===== src/hsc_div_pipe.sv =====
// Pipelined restoring divider, one quotient bit per stage, with elastic flow control.
module hsc_div_pipe #(
  parameter int NUM_W = 28,
  parameter int DEN_W = 16,
  parameter int QUO_W = 16,
  parameter int TAG_W = 17
) (
  input  logic             clk_i,
  input  logic             rst_ni,
  input  logic             in_valid_i,
  output logic             in_ready_o,
  input  logic [NUM_W-1:0] num_i,
  input  logic [DEN_W-1:0] den_i,
  input  logic [TAG_W-1:0] tag_i,
  output logic             out_valid_o,
  input  logic             out_ready_i,
  output logic [QUO_W-1:0] quo_o,
  output logic             rem_nz_o,
  output logic [TAG_W-1:0] tag_o
);

  localparam int RW = (NUM_W > DEN_W + QUO_W) ? NUM_W : DEN_W + QUO_W;

  logic             v_q   [QUO_W];
  logic [RW-1:0]    rem_q [QUO_W];
  logic [QUO_W-1:0] quo_q [QUO_W];
  logic [DEN_W-1:0] den_q [QUO_W];
  logic [TAG_W-1:0] tag_q [QUO_W];
  logic [QUO_W:0]   en;

  assign en[QUO_W] = out_ready_i;
  assign in_ready_o = en[0];

  for (genvar k = 0; k < QUO_W; k++) begin : g_stage
    localparam int B = QUO_W - 1 - k;

    logic             v_in;
    logic [RW-1:0]    rem_in;
    logic [QUO_W-1:0] quo_in;
    logic [DEN_W-1:0] den_in;
    logic [TAG_W-1:0] tag_in;
    logic [RW-1:0]    trial;
    logic [RW-1:0]    rem_sub;
    logic             ge;

    if (k == 0) begin : g_first
      assign v_in   = in_valid_i;
      assign rem_in = RW'(num_i);
      assign quo_in = '0;
      assign den_in = den_i;
      assign tag_in = tag_i;
    end else begin : g_next
      assign v_in   = v_q[k-1];
      assign rem_in = rem_q[k-1];
      assign quo_in = quo_q[k-1];
      assign den_in = den_q[k-1];
      assign tag_in = tag_q[k-1];
    end

    assign trial   = RW'(den_in) << B;
    assign ge      = (rem_in >= trial);
    assign rem_sub = rem_in - trial;
    assign en[k]   = ~v_q[k] | en[k+1];

    always_ff @(posedge clk_i or negedge rst_ni) begin
      if (!rst_ni) begin
        v_q[k] <= 1'b0;
      end else if (en[k]) begin
        v_q[k] <= v_in;
      end
    end

    always_ff @(posedge clk_i) begin
      if (en[k] && v_in) begin
        rem_q[k] <= ge ? rem_sub : rem_in;
        quo_q[k] <= quo_in | (QUO_W'(ge) << B);
        den_q[k] <= den_in;
        tag_q[k] <= tag_in;
      end
    end
  end

  assign out_valid_o = v_q[QUO_W-1];
  assign quo_o       = quo_q[QUO_W-1];
  assign rem_nz_o    = |rem_q[QUO_W-1];
  assign tag_o       = tag_q[QUO_W-1];

endmodule


===== config.mk =====
export PLATFORM = sky130hd
export DESIGN_NAME = hsc_div_pipe
export DESIGN_NICKNAME = d
export VERILOG_FILES = /design/src/hsc_div_pipe.sv
export SDC_FILE = /design/constraint.sdc
export NUM_CORES = 2
export LEC_CHECK = 0
export BUFFER_PORTS_ARGS = -buffer_cell sky130_fd_sc_hd__buf_2
export CAP_MARGIN = 0
export CORE_ASPECT_RATIO = 1.75
export CORE_MARGIN = 5
export CORE_UTILIZATION = 28
export CTS_CLUSTER_DIAMETER = 120
export DETAILED_ROUTE_END_ITERATION = 6
export GPL_TIMING_DRIVEN = 0
export HOLD_SLACK_MARGIN = 0.02
export PLACE_DENSITY = 0.42
export SYNTH_ARGS = -nofsm -noshare
export SYNTH_HDL_FRONTEND = slang
export SYNTH_SLANG_ARGS = --single-unit
export TNS_END_PERCENT = 10

===== constraint.sdc =====
create_clock -name clk_i -period 8.9 [get_ports clk_i]
set_clock_uncertainty 0.2 [all_clocks]
set_input_delay 0 -clock clk_i [delete_from_list [all_inputs] [get_ports clk_i]]
set_output_delay 0 -clock clk_i [all_outputs]
set_load 0.03 [all_outputs]

Word level (Yosys, flattened, before mapping) --
Memory sizes are Yosys's and may differ from the RTL's. Index checks and enable logic that the tools add are counted.
Word-level totals: register bits after elaboration 16, latch bits 0, RAM bits 1296, ROM bits 0, input bits 65, memories 4
Cells by class: $add $sub $neg 16, multipliers 0, div/mod/pow operators 0, magnitude comparators 16, eq/ne operators 0, shift operators 0, multiplexer cells 48, bitwise operators 47, reductions and logical operators 17
Memories:
- rem_q | words 16, bits a word 32, rd ports 16, clocked after memory_dff 0, write ports 16, line 25 | logic [RW-1:0] rem_q [QUO_W];
- tag_q | words 16, bits a word 17, rd ports 16, clocked after memory_dff 0, write ports 16, line 28 | logic [TAG_W-1:0] tag_q [QUO_W];
- den_q | words 16, bits a word 16, rd ports 15, clocked after memory_dff 0, write ports 16, line 27 | logic [DEN_W-1:0] den_q [QUO_W];
- quo_q | words 16, bits a word 16, rd ports 16, clocked after memory_dff 0, write ports 16, line 26 | logic [QUO_W-1:0] quo_q [QUO_W];
Operators by type and width (count):
- 32-bit two-way mux | 16
- 32-bit by 16-bit >= comparator with 1-bit output | 1
- 32-bit by 17-bit >= comparator with 1-bit output | 1
- 32-bit by 18-bit >= comparator with 1-bit output | 1
- 32-bit by 19-bit >= comparator with 1-bit output | 1
- 32-bit by 20-bit >= comparator with 1-bit output | 1
- 32-bit by 21-bit >= comparator with 1-bit output | 1
- 32-bit by 22-bit >= comparator with 1-bit output | 1
- 32-bit by 23-bit >= comparator with 1-bit output | 1
- 32-bit by 24-bit >= comparator with 1-bit output | 1
- 32-bit by 25-bit >= comparator with 1-bit output | 1
- 32-bit by 26-bit >= comparator with 1-bit output | 1
- 32-bit by 27-bit >= comparator with 1-bit output | 1
- 32-bit by 28-bit >= comparator with 1-bit output | 1
- 32-bit by 29-bit >= comparator with 1-bit output | 1
- 32-bit by 30-bit >= comparator with 1-bit output | 1
- 1-bit two-way mux | 32
- 32-bit OR reduction | 1
- 28-bit by 31-bit subtractor with 32-bit output | 1
- 32-bit by 16-bit subtractor with 32-bit output | 1
- 32-bit by 17-bit subtractor with 32-bit output | 1
- 32-bit by 18-bit subtractor with 32-bit output | 1
- 32-bit by 19-bit subtractor with 32-bit output | 1
- 32-bit by 20-bit subtractor with 32-bit output | 1
- other kinds (29) | 74

Longest topological paths before layout --
depth in word-level cells 20, depth in mapped cells 13

Least setup slack after synthesis --
OpenSTA, ideal clock, no wires.
kind reg2reg, from register v_q (netlist bit out_valid_o), to memory den_q[6][4] (netlist: den_q[0][100]), enable pin, setup time 612 ps, arrival 6422 ps, setup slack 1667 ps, stages on the path, launching flop included 7, buffers on the path 0, clock period less this slack 7233 ps, cell sequence dfrtp_1 -> nand4b_1 -> inv_1 -> and3_1 -> nand3_1 -> nor2_1 -> a21boi_0
RTL lines:
- start: declaration | line 24 | logic v_q [QUO_W];
- start signal: indexed assignment | line 69 | v_q[k] <= v_in;
- end: declaration | line 27

==> reports/metrics.csv <==
stage;metric;value;unit
yosys;synth unique cells;98;
routing;drt initial violations;1083;
cells_and_area;Layout Cell Area excl Fill;63920;um2
placed_design;post-DP HPWL;94830;um
timing;Final Hold Fails;0;
routing;Via Count;32089;
floorplanning;Cell Rows;213;
timing;Tightest Pin Transition;1.339;ns
yosys;Most used DFF post-synth;edfxtp_1;
cts;CTS resizes;0;
timing;Final Cycle Share;55.14;%
yosys;EDFF count, synth;1160;
cells_and_area;fraction of layout cells with a size suffix above 1;10.08;%
pwr;Switching Fraction;32.25;%
global_routing;vias in the first global route;34965;
pwr;Comb power frac;31.0;%
yosys;Post-synth ARST share;1.361;%
placed_design;PortBufs;100;
cts;CTS buffer count;121;
pwr;Flop pwr share;43.3;%
cts;Skew-Pair Late Insertion Delay;0.74;ns
cells_and_area;# fillers;19178;
run_status;status;finished, final reports clean;
routing;Routed Antenna Nets;0;
yosys;most frequent cell after synthesis;edfxtp_1;
placed_design;cell area after placement;58550;um2
worst_setup_path;Crit Path Max Fanout;10;
cts;Reg clk slew, reported paths;0.06;ns
cells_and_area;area taken by multi-input logic gates;17560;um2
pwr;P_int;13400;uW
pwr;Clock Power Share;25.7;%
pwr;Pwr Total;19770;uW
cts;Clock Path Buffers;3;
cts;H-Tree Depth;3;
global_routing;grt ovf;0;
floorplanning;initial core utilization;28.17;%
global_routing;initial antenna violation count;1;
placed_design;routability congestion estimate;0.9300;
routing;wire per inst;16.85;um
yosys;syn avg cell area;13.32;um2
min_path;Worst Hold Class;input pin to flop;
cells_and_area;area growth from synthesis to layout;17.94;%
floorplanning;I/O pin count;101;
worst_setup_path;Critical Path RT;9.16;ns
yosys;Synth top cells by count;edfxtp_1 (1,160), inv_1 (330), nand2_1 (283);
floorplanning;Die ar.;202800;um2
cts;clock root cell;clkbuf_16;
worst_setup_path;critical setup path kind;flop to flop;
yosys;register area share after synthesis;65.01;%
global_routing;Total GRT Usage;11.73;%
routing;DR DRC count;0;
global_routing;first-pass GRT wire length;184800;um
yosys;Yosys top cell by area;edfxtp_1;
timing;fin. max-slew vios;0;
timing;RSZ-0062 raised after global routing;false;
cts;CTS tree;done;
floorplanning;Die Width;342.6;um
cells_and_area;Register Area;35230;um2
flow_run;max-cap viol count;0;
timing;FMAX;0.2038;GHz
yosys;Synth top area share;64.27;%
pwr;Worst VDD drop;0.1731;mV
worst_setup_path;crit end category;flop;
timing;Max-slew headroom;9.582;%
cts;clock sink total;1176;
routing;DR vias/cell;4.499;
cells_and_area;final-stage net count;4785;
yosys;syn nets;4402;
floorplanning;die extent in y;592.0;um
yosys;synthesized instance count;4068;
global_routing;largest net degree at the start of global routing;68;
routing;final wirelength;120200;um
pwr;Net Sw Power;6378;uW
yosys;top post-synthesis cells by area;edfxtp_1 (64%), ha_1 (5.8%), xor2_1 (2.5%), o21ai_0 (2.3%), inv_1 (2.3%);
pwr;Power per Cell Area;309.3;nW/um2
yosys;FF+latch count, synth;1176;
yosys;Post-Syn Area;54200;um2
worst_setup_path;Critical Path Start Type;flop;
timing;TNS Setup;0;ns
timing;Hold WS;0.07258;ns
worst_setup_path;CP arrival;5.17;ns
timing;crit path time final;4.907;ns
yosys;Yosys Warn Count;0;
timing;# setup viols final;0;
pwr;leakage power total;0.02336;uW
cells_and_area;Util after Layout;33.22;%
floorplanning;core outline area;192400;um2
routing;First-pass DRT Iterations;5;
flip-flops by register name, indices dropped and copies added, names as in the netlist:
name	cells
rem_q	512
tag_q	272
out_valid_o	1
g_stage.v_in	15
quo_q	136
den_q	240
placed cells by master, fill, tap and decap left out, drive strengths merged, types with 12 or more instances in the layout:
cell and n:
nand3 47, dlygate4sd3 137, nand2b 55, mux2 50, nand3b 13, nand4 40, clkinv 48, or2 31
nor3b 12, nand2 284, xor2 156, dfrtp 16, or3 30, and2 18, o31ai 29, ha 253
buf 143, a211o 12, a21o 78, inv 339, nor4b 13, a21oi 192, nor2b 47, o21bai 18
a31oi 18, xnor2 139, o21a 57, fa 16, nor3 95, and3 21, a211oi 44, bufinv 13
edfxtp 1160, o21ai 257, nor4 66, nor2 227, o31a 19, or4 26, clkbuf 186
kinds of logic (layout without fill, tap and decap cells):
kind of cell,Yosys count,after routing,synth area share (%)
other cells,0,1,0
compound gates,834,834,9.978
simple gates,1046,1046,9.823
fa+ha+maj,269,269,6.432
xor+xnor,295,295,4.767
mux,59,59,1.205
flops,1176,1176,65.01
buf+inv,389,873,2.786
power groups by stage:
stage                     Combinational, uW  Sequential [uW]  Clock (uW)
after floorplan                        4510             8560           0
after global placement                 5960             8770           0
after detailed placement               6120             8690           0
after CTS                              6190             8580        5300
after global routing                   6800             8700        5510
final                                  6130             8560        5080
final cells by class:
type	instances	area share, %
Clock inverter	72	1.182
Antenna cell	1	0.003915
Timing Repair Buffer	260	3.743
Inverter	335	1.975
Buffer	54	0.3876
Sequential cell	1176	55.12
Clock buffer	152	5.064
Multi-Input combinational cell	2503	27.47
Tap cell	2580	5.050
critical path: stages (launching register included):
cell	delay (ns)
edfxtp_1	0.40
ha_1	0.23
fa_1	0.41
nand2b_1	0.19
a211oi_1	0.53
o31ai_1	0.30
nor2b_1	0.23
o21ai_1	0.27
or2_2	0.16
clkbuf_1	0.42
clkbuf_1	0.67
buf_2	0.44
a21oi_1	0.15
per-stage QoR:
step                cells  setup slack (ns)
global route         7133             3.990
finish               7133             3.993
floorplan            4068             1.667
global placement     6748           -0.5864
CTS                  7132             3.956
detailed placement   6771             3.965
final timing paths:
| check | startpoint | end | slack (ns) | cells after the start |
|---|---|---|---|---|
| max | den_q[0][32] | rem_q[0][121] | 3.99 | 12 |
| min | in_valid_i | rem_q[0][9] | 0.07 | 3 |
| max reg2reg | den_q[0][32] | rem_q[0][121] | 3.99 | 12 |
| min reg2reg | quo_q[0][47] | quo_q[0][63] | 0.21 | 0 |
| max in group asynchronous | rst_ni | g_stage[14].v_in | 7.71 | 3 |
| min in group asynchronous | rst_ni | g_stage[2].v_in | 0.27 | 3 |
layer usage:
layer / GRT usage [%] / up-vias / share of wire, %
li1: - / 15959 / -
met1: 8.026 / 15259 / 27
met2: 26.17 / 514 / 62
met3: 1.687 / 357 / 2.7
met4: 8.707 / 0 / 8.2
met5: 0 / - / 0
timing repair:
action / 4_1_cts / 5_1_grt
setup buffers: 0 / 0
hold buffers: 137 / 0
hold endpoints to repair: 282 / 0
No activity file was read; power rests on OpenSTA's default activity.
